File: src/sv/qal_pkg.sv
// Shared types and constants of the quadratic adaptive low-pass filter.
`timescale 1ns / 1ps

package qal_pkg;

   // Threshold register and derived widths
   localparam int THR_WIDTH = 23;
   localparam int DIV_WIDTH = 2 * THR_WIDTH;

   // Running difference and magnitude widths (cover sample widths up to 32)
   localparam int RD_WIDTH  = 32;
   localparam int DF_WIDTH  = 33;
   localparam int SUM_WIDTH = 34;

   // Q12 blend weight
   localparam int WGT_FRAC  = 11;
   localparam int WGT_WIDTH = 13;
   localparam int Q_SHIFT   = 12;
   localparam logic [WGT_WIDTH-1:0] WGT_ONE  = 13'd4096;
   localparam logic [WGT_WIDTH-1:0] WGT_HALF = 13'd2048;

   // Register map
   localparam logic REG_THRESHOLD  = 1'b0;
   localparam logic REG_ACCUMULATE = 1'b1;
   localparam logic [THR_WIDTH-1:0] THR_RESET = 23'd4096;
   localparam logic ACC_RESET = 1'b1;

   typedef struct packed {
      logic [THR_WIDTH-1:0] move_threshold;
      logic                 accumulate_enable;
   } qal_cfg_type;

   typedef struct packed {
      logic busy;
      logic done;
   } qal_unit_stat_type;

endpackage

File: src/sv/quadratic_adaptive_lowpass.sv
// Top level of the quadratic adaptive low-pass filter.
// Usage:
//   A request carries the present filtered value and a new raw sample (signed
//   Q12); each request yields one response holding the blended value.
//   Both channels are valid/ready; the APB port sets the movement threshold
//   (address 0) and the accumulate mode (address 4). The user must write them
//   only while the block is idle; the block itself does not enforce this.
//   An accepted request passes the difference, accumulate, magnitude and range
//   steps. At or above twice the threshold the radix-4 blend multiplier runs
//   alone; below the threshold the radix-4 squarers, the one-bit-per-cycle
//   divider and the blend multiplier run one after another, and in between the
//   divider, a squarer and the blend multiplier, for one request at a time.
//   A new request is taken only once the last one has left the final step.
// Reset:
//   Synchronous reset clears the running difference, the sequencer and the
//   response valid; the threshold returns to 4096 and accumulation is on.
// Stall:
//   A response waits in the output register while rsp_ready is low; the next
//   request may be accepted and worked on meanwhile, and its result holds in
//   the last step until the output register frees.
`timescale 1ns / 1ps

module quadratic_adaptive_lowpass import qal_pkg::*; #(
   parameter int SAMPLE_WIDTH = 24
) (
   input  logic                           clock,
   input  logic                           reset,
   input  logic                           req_valid,
   output logic                           req_ready,
   input  logic signed [SAMPLE_WIDTH-1:0] req_current_value,
   input  logic signed [SAMPLE_WIDTH-1:0] req_new_sample,
   output logic                           rsp_valid,
   input  logic                           rsp_ready,
   output logic signed [SAMPLE_WIDTH-1:0] rsp_filtered_value,
   input  logic                           psel,
   input  logic                           penable,
   input  logic                           pwrite,
   input  logic [2:0]                     paddr,
   input  logic [31:0]                    pwdata,
   output logic [31:0]                    prdata,
   output logic                           pready
);

   localparam int W  = SAMPLE_WIDTH;
   localparam int PW = W + 1 + WGT_WIDTH;

   localparam logic [3:0] ST_IDLE  = 4'd0;
   localparam logic [3:0] ST_DIFF  = 4'd1;
   localparam logic [3:0] ST_ACCUM = 4'd2;
   localparam logic [3:0] ST_MAG   = 4'd3;
   localparam logic [3:0] ST_RANGE = 4'd4;
   localparam logic [3:0] ST_SQ    = 4'd5;
   localparam logic [3:0] ST_DIV1  = 4'd6;
   localparam logic [3:0] ST_DIV2  = 4'd7;
   localparam logic [3:0] ST_TSQ   = 4'd8;
   localparam logic [3:0] ST_BLEND = 4'd9;
   localparam logic [3:0] ST_FIN1  = 4'd10;
   localparam logic [3:0] ST_FIN2  = 4'd11;

   qal_cfg_type cfg;

   logic [3:0]                   state_ff, state_in;
   logic signed [W-1:0]          cur_ff, cur_in;
   logic signed [W-1:0]          val_ff, val_in;
   logic signed [W:0]            diff_ff, diff_in;
   logic signed [RD_WIDTH-1:0]   rd_ff, rd_in;
   logic signed [DF_WIDTH-1:0]   d_ff, d_in;
   logic [DF_WIDTH-1:0]          df_ff, df_in;
   logic [W:0]                   adiff_ff, adiff_in;
   logic signed [W+1:0]          adj_ff, adj_in;
   logic                         rsp_valid_ff, rsp_valid_in;
   logic signed [W-1:0]          rsp_value_ff, rsp_value_in;

   logic signed [SUM_WIDTH-1:0]  acc_sum;
   logic [SUM_WIDTH-RD_WIDTH:0]  acc_top;
   logic signed [RD_WIDTH-1:0]   rd_sat;
   logic                         same_sign;
   logic [DF_WIDTH-1:0]          thr_x, thr2_x, df_minus_thr;
   logic                         lt1, lt2;
   logic [WGT_WIDTH-1:0]         t_mag;
   logic [WGT_WIDTH-1:0]         w_start;
   logic signed [PW:0]           blend_s, blend_n, blend_sh;
   logic signed [W+1:0]          out_sum;

   logic                         sq_start, thr_start, div_start, blend_start;
   logic [THR_WIDTH-1:0]         sq_op;
   logic [DIV_WIDTH-1:0]         div_rem, div_dvs;
   logic [DIV_WIDTH-1:0]         sq_prod, thr_prod;
   logic [WGT_FRAC-1:0]          div_q;
   logic [PW-1:0]                blend_prod;
   qal_unit_stat_type            sq_stat, thr_stat, div_stat, blend_stat;

   qal_csr u_csr (
      .clock   (clock),
      .reset   (reset),
      .psel    (psel),
      .penable (penable),
      .pwrite  (pwrite),
      .paddr   (paddr),
      .pwdata  (pwdata),
      .prdata  (prdata),
      .pready  (pready),
      .cfg     (cfg)
   );

   qal_serial_mult #(.AW(THR_WIDTH), .BW(THR_WIDTH)) u_sq_mult (
      .clock   (clock),
      .reset   (reset),
      .start   (sq_start),
      .mcand   (sq_op),
      .mplier  (sq_op),
      .product (sq_prod),
      .stat    (sq_stat)
   );

   qal_serial_mult #(.AW(THR_WIDTH), .BW(THR_WIDTH)) u_thr_mult (
      .clock   (clock),
      .reset   (reset),
      .start   (thr_start),
      .mcand   (cfg.move_threshold),
      .mplier  (cfg.move_threshold),
      .product (thr_prod),
      .stat    (thr_stat)
   );

   qal_serial_div #(.RW(DIV_WIDTH), .NB(WGT_FRAC)) u_div (
      .clock    (clock),
      .reset    (reset),
      .start    (div_start),
      .rem_init (div_rem),
      .divisor  (div_dvs),
      .quotient (div_q),
      .stat     (div_stat)
   );

   qal_serial_mult #(.AW(W + 1), .BW(WGT_WIDTH)) u_blend_mult (
      .clock   (clock),
      .reset   (reset),
      .start   (blend_start),
      .mcand   (adiff_ff),
      .mplier  (w_start),
      .product (blend_prod),
      .stat    (blend_stat)
   );

   // Running difference update with saturation to 32 bits
   assign same_sign = (diff_ff[W] && rd_ff[RD_WIDTH-1]) ||
                      (!diff_ff[W] && (diff_ff != '0) &&
                       !rd_ff[RD_WIDTH-1] && (rd_ff != '0));
   assign acc_sum = same_sign ? SUM_WIDTH'(rd_ff) + SUM_WIDTH'(diff_ff)
                              : SUM_WIDTH'(diff_ff);
   assign acc_top = acc_sum[SUM_WIDTH-1:RD_WIDTH-1];

   always_comb begin
      if ((&acc_top) || !(|acc_top)) begin
         rd_sat = acc_sum[RD_WIDTH-1:0];
      end else if (acc_sum[SUM_WIDTH-1]) begin
         rd_sat = {1'b1, {(RD_WIDTH-1){1'b0}}};
      end else begin
         rd_sat = {1'b0, {(RD_WIDTH-1){1'b1}}};
      end
   end

   // Threshold comparisons for the weight curve
   assign thr_x        = DF_WIDTH'(cfg.move_threshold);
   assign thr2_x       = DF_WIDTH'({cfg.move_threshold, 1'b0});
   assign lt1          = df_ff < thr_x;
   assign lt2          = df_ff < thr2_x;
   assign df_minus_thr = df_ff - thr_x;

   // Distance of the ratio from two, in Q11
   assign t_mag = WGT_HALF - WGT_WIDTH'(div_q);

   // Unit start strobes and operands
   always_comb begin
      sq_start    = 1'b0;
      thr_start   = 1'b0;
      div_start   = 1'b0;
      blend_start = 1'b0;
      sq_op       = df_ff[THR_WIDTH-1:0];
      div_rem     = DIV_WIDTH'(df_minus_thr[THR_WIDTH-1:0]);
      div_dvs     = DIV_WIDTH'(cfg.move_threshold);
      w_start     = WGT_ONE;
      case (state_ff)
         ST_RANGE: begin
            if (lt1) begin
               sq_start  = 1'b1;
               thr_start = 1'b1;
            end else if (lt2) begin
               div_start = 1'b1;
            end else begin
               blend_start = 1'b1;
            end
         end
         ST_SQ: begin
            div_rem   = sq_prod;
            div_dvs   = thr_prod;
            div_start = sq_stat.done;
         end
         ST_DIV1: begin
            w_start     = WGT_WIDTH'(div_q);
            blend_start = div_stat.done;
         end
         ST_DIV2: begin
            sq_op    = THR_WIDTH'(t_mag);
            sq_start = div_stat.done;
         end
         ST_TSQ: begin
            w_start     = WGT_ONE - sq_prod[WGT_FRAC+WGT_WIDTH-1:WGT_FRAC];
            blend_start = sq_stat.done;
         end
         default: begin
            sq_start = 1'b0;
         end
      endcase
   end

   // Signed blend correction, floor-shifted by 12
   assign blend_s  = $signed({1'b0, blend_prod});
   assign blend_n  = diff_ff[W] ? -blend_s : blend_s;
   assign blend_sh = blend_n >>> Q_SHIFT;
   assign out_sum  = (W+2)'(cur_ff) + adj_ff;

   // Sequencer
   always_comb begin
      state_in     = state_ff;
      cur_in       = cur_ff;
      val_in       = val_ff;
      diff_in      = diff_ff;
      rd_in        = rd_ff;
      d_in         = d_ff;
      df_in        = df_ff;
      adiff_in     = adiff_ff;
      adj_in       = adj_ff;
      rsp_valid_in = rsp_valid_ff;
      rsp_value_in = rsp_value_ff;
      if (rsp_valid_ff && rsp_ready) begin
         rsp_valid_in = 1'b0;
      end
      case (state_ff)
         ST_IDLE: begin
            if (req_valid) begin
               cur_in   = req_current_value;
               val_in   = req_new_sample;
               state_in = ST_DIFF;
            end
         end
         ST_DIFF: begin
            diff_in  = (W+1)'(val_ff) - (W+1)'(cur_ff);
            state_in = ST_ACCUM;
         end
         ST_ACCUM: begin
            if (cfg.accumulate_enable) begin
               rd_in = rd_sat;
               d_in  = DF_WIDTH'(rd_sat);
            end else begin
               d_in  = DF_WIDTH'(diff_ff);
            end
            state_in = ST_MAG;
         end
         ST_MAG: begin
            df_in    = d_ff[DF_WIDTH-1] ? DF_WIDTH'(-d_ff) : DF_WIDTH'(d_ff);
            adiff_in = diff_ff[W] ? (W+1)'(-diff_ff) : (W+1)'(diff_ff);
            state_in = ST_RANGE;
         end
         ST_RANGE: begin
            if (lt1) begin
               state_in = ST_SQ;
            end else if (lt2) begin
               state_in = ST_DIV2;
            end else begin
               state_in = ST_BLEND;
            end
         end
         ST_SQ: begin
            if (sq_stat.done) begin
               state_in = ST_DIV1;
            end
         end
         ST_DIV1: begin
            if (div_stat.done) begin
               state_in = ST_BLEND;
            end
         end
         ST_DIV2: begin
            if (div_stat.done) begin
               state_in = ST_TSQ;
            end
         end
         ST_TSQ: begin
            if (sq_stat.done) begin
               state_in = ST_BLEND;
            end
         end
         ST_BLEND: begin
            if (blend_stat.done) begin
               state_in = ST_FIN1;
            end
         end
         ST_FIN1: begin
            adj_in   = blend_sh[W+1:0];
            state_in = ST_FIN2;
         end
         ST_FIN2: begin
            // Hold until the output register is free
            if (!rsp_valid_ff || rsp_ready) begin
               rsp_value_in = out_sum[W-1:0];
               rsp_valid_in = 1'b1;
               state_in     = ST_IDLE;
            end
         end
         default: begin
            state_in = ST_IDLE;
         end
      endcase
   end

   always_ff @(posedge clock) begin
      if (reset) begin
         state_ff     <= ST_IDLE;
         rd_ff        <= '0;
         rsp_valid_ff <= 1'b0;
      end else begin
         state_ff     <= state_in;
         rd_ff        <= rd_in;
         rsp_valid_ff <= rsp_valid_in;
      end
   end

   always_ff @(posedge clock) begin
      cur_ff       <= cur_in;
      val_ff       <= val_in;
      diff_ff      <= diff_in;
      d_ff         <= d_in;
      df_ff        <= df_in;
      adiff_ff     <= adiff_in;
      adj_ff       <= adj_in;
      rsp_value_ff <= rsp_value_in;
   end

   assign req_ready          = (state_ff == ST_IDLE);
   assign rsp_valid          = rsp_valid_ff;
   assign rsp_filtered_value = rsp_value_ff;

   // A response appears only from the final step
   a_rsp_from_fin: assert property (@(posedge clock) disable iff (reset)
      $rose(rsp_valid_ff) |-> $past(state_ff == ST_FIN2))
      else $error("response raised outside the final step");

   // Both squarers run in lockstep in the lower range
   a_sq_lockstep: assert property (@(posedge clock) disable iff (reset)
      (state_ff == ST_SQ) |-> (sq_stat.busy == thr_stat.busy))
      else $error("squarers out of step");

   // Divider finishes only while the sequencer waits on it
   a_div_done: assert property (@(posedge clock) disable iff (reset)
      div_stat.done |-> (state_ff == ST_DIV1 || state_ff == ST_DIV2))
      else $error("divider finished in an unexpected step");

   // Blend multiplier runs only in the blend step
   a_blend_busy: assert property (@(posedge clock) disable iff (reset)
      blend_stat.busy |-> (state_ff == ST_BLEND))
      else $error("blend multiplier busy outside the blend step");

   // Weight never exceeds one
   a_weight_max: assert property (@(posedge clock) disable iff (reset)
      blend_start |-> (w_start <= WGT_ONE))
      else $error("blend weight above one");

endmodule

File: src/sv/qal_csr.sv
// APB register block holding the threshold and accumulate mode.
`timescale 1ns / 1ps

module qal_csr import qal_pkg::*; (
   input  logic        clock,
   input  logic        reset,
   input  logic        psel,
   input  logic        penable,
   input  logic        pwrite,
   input  logic [2:0]  paddr,
   input  logic [31:0] pwdata,
   output logic [31:0] prdata,
   output logic        pready,
   output qal_cfg_type cfg
);

   logic [THR_WIDTH-1:0] thr_ff, thr_in;
   logic                 acc_ff, acc_in;
   logic                 wr_en;

   assign pready = 1'b1;
   assign wr_en  = psel & penable & pwrite;

   // Decode the register write by word index
   always_comb begin
      thr_in = thr_ff;
      acc_in = acc_ff;
      if (wr_en) begin
         case (paddr[2])
            REG_THRESHOLD:  thr_in = pwdata[THR_WIDTH-1:0];
            REG_ACCUMULATE: acc_in = pwdata[0];
            default:        thr_in = thr_ff;
         endcase
      end
   end

   always_ff @(posedge clock) begin
      if (reset) begin
         thr_ff <= THR_RESET;
         acc_ff <= ACC_RESET;
      end else begin
         thr_ff <= thr_in;
         acc_ff <= acc_in;
      end
   end

   // Read back
   always_comb begin
      case (paddr[2])
         REG_THRESHOLD:  prdata = 32'(thr_ff);
         REG_ACCUMULATE: prdata = 32'(acc_ff);
         default:        prdata = '0;
      endcase
   end

   assign cfg.move_threshold    = thr_ff;
   assign cfg.accumulate_enable = acc_ff;

endmodule

File: src/sv/qal_serial_mult.sv
// Radix-4 shift-and-add multiplier, two multiplier bits per cycle.
`timescale 1ns / 1ps

module qal_serial_mult import qal_pkg::*; #(
   parameter int AW = 23,
   parameter int BW = 23
) (
   input  logic               clock,
   input  logic               reset,
   input  logic               start,
   input  logic [AW-1:0]      mcand,
   input  logic [BW-1:0]      mplier,
   output logic [AW+BW-1:0]   product,
   output qal_unit_stat_type  stat
);

   localparam int BWE   = BW + (BW % 2);
   localparam int STEPS = BWE / 2;
   localparam int CW    = $clog2(STEPS + 1);
   localparam int PW    = AW + BWE;

   logic [AW-1:0]  a_ff, a_in;
   logic [AW+1:0]  a3_ff, a3_in;
   logic [BWE-1:0] b_ff, b_in;
   logic [PW-1:0]  acc_ff, acc_in;
   logic [CW-1:0]  cnt_ff, cnt_in;
   logic           busy_ff, busy_in;
   logic           done_ff, done_in;
   logic [PW-1:0]  addend;

   // Select the partial product for the leading digit
   always_comb begin
      case (b_ff[BWE-1 -: 2])
         2'd1:    addend = PW'(a_ff);
         2'd2:    addend = PW'({a_ff, 1'b0});
         2'd3:    addend = PW'(a3_ff);
         default: addend = '0;
      endcase
   end

   always_comb begin
      a_in    = a_ff;
      a3_in   = a3_ff;
      b_in    = b_ff;
      acc_in  = acc_ff;
      cnt_in  = cnt_ff;
      busy_in = busy_ff;
      done_in = 1'b0;
      if (start) begin
         // Load operands and the triple multiple
         a_in    = mcand;
         a3_in   = (AW+2)'(mcand) + (AW+2)'({mcand, 1'b0});
         b_in    = BWE'(mplier);
         acc_in  = '0;
         cnt_in  = CW'(STEPS);
         busy_in = 1'b1;
      end else if (busy_ff) begin
         // Advance one digit, most significant first
         acc_in = {acc_ff[PW-3:0], 2'b00} + addend;
         b_in   = {b_ff[BWE-3:0], 2'b00};
         cnt_in = cnt_ff - CW'(1);
         if (cnt_ff == CW'(1)) begin
            busy_in = 1'b0;
            done_in = 1'b1;
         end
      end
   end

   always_ff @(posedge clock) begin
      if (reset) begin
         cnt_ff  <= '0;
         busy_ff <= 1'b0;
         done_ff <= 1'b0;
      end else begin
         cnt_ff  <= cnt_in;
         busy_ff <= busy_in;
         done_ff <= done_in;
      end
   end

   always_ff @(posedge clock) begin
      a_ff   <= a_in;
      a3_ff  <= a3_in;
      b_ff   <= b_in;
      acc_ff <= acc_in;
   end

   assign product   = acc_ff[AW+BW-1:0];
   assign stat.busy = busy_ff;
   assign stat.done = done_ff;

endmodule

File: src/sv/qal_serial_div.sv
// Restoring fractional divider, one quotient bit per cycle.
`timescale 1ns / 1ps

module qal_serial_div import qal_pkg::*; #(
   parameter int RW = 46,
   parameter int NB = 11
) (
   input  logic              clock,
   input  logic              reset,
   input  logic              start,
   input  logic [RW-1:0]     rem_init,
   input  logic [RW-1:0]     divisor,
   output logic [NB-1:0]     quotient,
   output qal_unit_stat_type stat
);

   localparam int CW = $clog2(NB + 1);

   logic [RW-1:0] r_ff, r_in;
   logic [RW-1:0] d_ff, d_in;
   logic [NB-1:0] q_ff, q_in;
   logic [CW-1:0] cnt_ff, cnt_in;
   logic          busy_ff, busy_in;
   logic          done_ff, done_in;
   logic [RW:0]   r_shift;
   logic [RW:0]   r_sub;
   logic          ge;

   // Trial subtract of the doubled remainder
   assign r_shift = {r_ff, 1'b0};
   assign r_sub   = r_shift - {1'b0, d_ff};
   assign ge      = !r_sub[RW];

   always_comb begin
      r_in    = r_ff;
      d_in    = d_ff;
      q_in    = q_ff;
      cnt_in  = cnt_ff;
      busy_in = busy_ff;
      done_in = 1'b0;
      if (start) begin
         r_in    = rem_init;
         d_in    = divisor;
         q_in    = '0;
         cnt_in  = CW'(NB);
         busy_in = 1'b1;
      end else if (busy_ff) begin
         // Keep the remainder below the divisor
         r_in   = ge ? r_sub[RW-1:0] : r_shift[RW-1:0];
         q_in   = {q_ff[NB-2:0], ge};
         cnt_in = cnt_ff - CW'(1);
         if (cnt_ff == CW'(1)) begin
            busy_in = 1'b0;
            done_in = 1'b1;
         end
      end
   end

   always_ff @(posedge clock) begin
      if (reset) begin
         cnt_ff  <= '0;
         busy_ff <= 1'b0;
         done_ff <= 1'b0;
      end else begin
         cnt_ff  <= cnt_in;
         busy_ff <= busy_in;
         done_ff <= done_in;
      end
   end

   always_ff @(posedge clock) begin
      r_ff <= r_in;
      d_ff <= d_in;
      q_ff <= q_in;
   end

   assign quotient  = q_ff;
   assign stat.busy = busy_ff;
   assign stat.done = done_ff;

endmodule
File: config.mk
export PLATFORM = sky130hd
export DESIGN_NAME = quadratic_adaptive_lowpass
export DESIGN_NICKNAME = d
export VERILOG_FILES = /design/src/sv/qal_pkg.sv /design/src/sv/quadratic_adaptive_lowpass.sv /design/src/sv/qal_csr.sv /design/src/sv/qal_serial_mult.sv /design/src/sv/qal_serial_div.sv
export SDC_FILE = /design/constraint.sdc
export NUM_CORES = 2
export LEC_CHECK = 0
export BUFFER_PORTS_ARGS = -buffer_cell sky130_fd_sc_hd__clkbuf_2
export CAP_MARGIN = 25
export CORE_UTILIZATION = 55
export CTS_CLUSTER_SIZE = 10
export DETAILED_ROUTE_END_ITERATION = 6
export PLACE_DENSITY = 0.73
export SYNTH_ARGS = -nofsm -noshare
export SYNTH_HDL_FRONTEND = slang
export SYNTH_SLANG_ARGS = --single-unit
File: constraint.sdc
create_clock -name clock -period 5.98 [get_ports clock]
set_input_delay 0.299 -clock clock [delete_from_list [all_inputs] [get_ports clock]]
set_output_delay 0.299 -clock clock [all_outputs]
set_load 0.05 [all_outputs]
==> flow_metrics.tcl <==
set metrics [dict create \
    grt-ovfl-total 0 \
    p_switching_mw 7.66 \
    synth_area_leaders "edfxtp_1, dfxtp_1, ha_1" \
    track_usage_pct 26.7 \
    areaGrowthSynthToFinish_pct 11.6 \
    netlist.area_leader.share_pct 33.8 \
    async_flop_share_pct 0 \
    synth_ff_type "edfxtp_1" \
    cp-end-kind "flop" \
    die_area_sq_um 83100 \
    worst_pin_slew_ns 0.962 \
    dr.pass1.iters 6 \
    regToRegEndpoint "u_blend_mult.b_ff[10]" \
    routed_wl_um 112000 \
    finish.net_count 5189 \
    hold_path.startpoint "rsp_ready" \
    synth-seq-cells 732 \
    via_per_inst 5.91 \
    status "finished clean" \
    grt_antenna_before_repair 1 \
    core-area_sq_um 80800 \
    vdd_drop_max_mv 0.403 \
    start_kind "flop" \
    nFillCells 6568 \
    rows 104 \
    period_share_pct 86.1 \
    drive_gt1_share_pct 9.04 \
    grt_pass1_wl_um 177000 \
    synth_edf_count 507 \
    relSlewSlack_pct 35.0 \
    worstSetupStartpoint "u_csr.thr_ff[1]" \
    synth.distinct_cells 83 \
    num_io_pins 149 \
    start_util_pct 55.8 \
    h-tree-depth 3 \
    pwr-share-comb_pct 38.0 \
    skew_ns 0.0195 \
    first_iter_violations 2249 \
    seqPwrFrac_pct 37.5 \
    ant_nets 0 \
    syn_area_per_cell_sq_um 9.81 \
    clock.fmax_mhz 194 \
    portBuffers 127 \
    p_int_mw 12.7 \
    slew_viol_final 0 \
    multiInputGateArea_sq_um 23800 \
    worstPathRequired_ns 6.38 \
    place_ws_ns 0.856 \
    cts_root_buffer "clkbuf_16" \
    grt_max_degree 106 \
    dr_total_vias 34830 \
    p_clk_share_pct 24.5 \
    die_x_um 288 \
    clk_path_buf_depth 3 \
    post-route-util_pct 62.2 \
    hold_path.class "input port to flop" \
    max-cap-violations 0 \
    clk_pin_slew_ns 0.06 \
    cts_tree "yes" \
    final_area_sq_um 50300 \
    die_h_um 288 \
    p_leak_nw 20.0 \
    synth_area_sq_um 45100 \
    gp_congestion 0.925 \
    clock_sinks 732 \
    critPathMaxFanout 19 \
    ff_latch_area_sq_um 19700 \
    setup_violations 0 \
    dp_hpwl_um 80600 \
    rsz0062_at_grt "false" \
    drc 0 \
    finalCriticalPeriod_ns 5.15 \
    yosysSeqAreaShare_pct 43.8 \
    r2r_start "u_csr.thr_ff[1]" \
    power.density_nw_per_um2 406 \
    synthCells 4597 \
    place_area_sq_um 46800 \
    reg2reg_depth 18 \
    setup_ws_ns 0.830 \
    wl_per_cell_um 19.0 \
    crit_type "flop to flop" \
    swShare_pct 37.5 \
    regToRegSetupSlack_ns 0.83 \
    cp_data_arrival_time_ns 5.55 \
    fin_tns_setup_ns 0 \
    cts-buffers-inserted 88 \
    synth_top_cell_by_area "edfxtp_1" \
    finalHoldViolations 0 \
    endpoint "u_blend_mult.b_ff[10]" \
    grt_pass1_vias 33813 \
    cts_resized 0 \
    yosysWarnings 0 \
    worst_skew_pair.late_latency_ns 0.65 \
]
[power groups by stage]
stage	combinational, mW	clock, mW	sequential, mW
after floorplan	6.05	0	7.29
after global placement	7.38	0	7.70
after detailed placement	7.55	0	7.72
after CTS	7.64	5.08	7.62
after global routing	8.62	5.28	7.71
final	7.75	5.00	7.65
[kinds of logic after synthesis]
group / Yosys count / share of synthesized area, %
xor gates and xnor gates: 389 / 7.56
muxes: 178 / 4.20
AOI/OAI and AO/OA: 1212 / 17.5
buffers and inverters: 427 / 3.71
adders and majority gates: 340 / 9.60
other: 2 / 0.0167
DFF: 732 / 43.8
and+or+nand+nor: 1317 / 13.7
[what timing repair did]
item | in CTS | in global routing
buffers inserted | 0 | 0
hold endpoints to repair | 72 | 0
hold buffers | 73 | 0
[placed cells by master, fill, tap and decap left out, types with 13 or more instances in the layout]
master,count
edfxtp_1,507
nor2_1,418
nand2_1,374
a21oi_1,326
ha_1,326
xnor2_1,288
o21ai_0,274
inv_1,228
dfxtp_1,222
clkbuf_2,127
a21o_1,118
xor2_1,101
a211oi_1,100
mux2_2,90
clkbuf_16,89
nand3_1,88
mux2i_1,88
a22o_1,81
dlygate4sd3_1,73
nand2b_1,64
nor3_1,64
and2_1,56
clkbuf_1,54
buf_4,54
nor2b_1,51
o21bai_1,42
and3_1,37
o21a_1,34
a31oi_1,31
nor4_1,27
nand4_1,27
or3_1,26
a21boi_0,24
o221ai_1,24
o31ai_1,22
or2_2,19
o41ai_1,16
a311oi_1,16
o211ai_1,14
or4_1,13
[worst max-delay path, stage by stage (launching register included)]
cell      delay [ns]
dfxtp_1         0.32
buf_4           0.16
inv_1           0.05
buf_4           0.17
ha_1            0.29
nor2b_1         0.14
o2111a_1        0.24
nor3_1          0.35
a211oi_1        0.17
o21bai_1        0.20
a21boi_0        0.14
o211ai_1        0.33
a21boi_0        0.23
o21ai_0         0.33
a21oi_1         0.16
a221oi_1        0.51
clkinv_2        0.46
buf_4           0.35
mux2_2          0.29
[layer usage]
metal	up-vias	global-route usage [%]	routed length [um]	share of wire (%)
li1	17099	-	-	-
met1	16538	33.4	47200	42
met2	955	46.5	54700	49
met3	238	3.17	5480	4.9
met4	0	10.9	4420	4.0
met5	-	0	0	0
[registers in the layout, summed over array words and instances, names as in the netlist, 26 cells and up]
signal and count:
u_div.d_ff 46, u_div.r_ff 46, u_sq_mult.acc_ff 46, u_thr_mult.acc_ff 46
u_blend_mult.acc_ff 36, df_ff 33, d_ff 32, rd_ff 32
u_blend_mult.a3_ff 26
[how the worst min path moves through the flow]
| stage | slack [ns] | endpoint | cells past startpoint |
|---|---|---|---|
| 6_report | 0.07 | rsp_valid | 4 |
| 5_1_grt | 0.07 | rsp_valid | 4 |
| 4_1_cts | 0.04 | rsp_valid | 4 |
| 3_5_place_dp | 0.44 | df_ff[0] | 0 |
| 3_3_place_gp | 0.43 | df_ff[0] | 0 |
| 2_1_floorplan | 0.40 | cur_ff[0] | 0 |
[synth_stat cells, types with 118 or more instances]
cell type  count
edfxtp_1     507
nand2_1      374
a21oi_1      326
ha_1         326
dfxtp_1      225
a21o_1       118
o21ai_0      275
xnor2_1      288
nor2_1       420
clkbuf_1     158
inv_1        231
[area by class of cell]
| cell class | instances | area share [%] |
|---|---|---|
| clock buffers | 148 | 4.97 |
| multi-input cells | 3447 | 47.3 |
| inverters | 232 | 1.74 |
| flip-flops and latches | 732 | 39.2 |
| diodes | 1 | 0.00498 |
| well taps | 1060 | 2.64 |
| repair buffers | 261 | 3.85 |
| clock inverters | 15 | 0.301 |
[per-stage QoR]
step	total power [mW]	hold slack, ns	instances
CTS	20.3	0.0364	5892
global placement	15.1	0.435	5656
finish	20.4	0.0689	5896
detailed placement	15.3	0.442	5656
floorplan	13.3	0.398	4606
global route	21.6	0.0665	5896
Power figures use the tool's default switching activity.
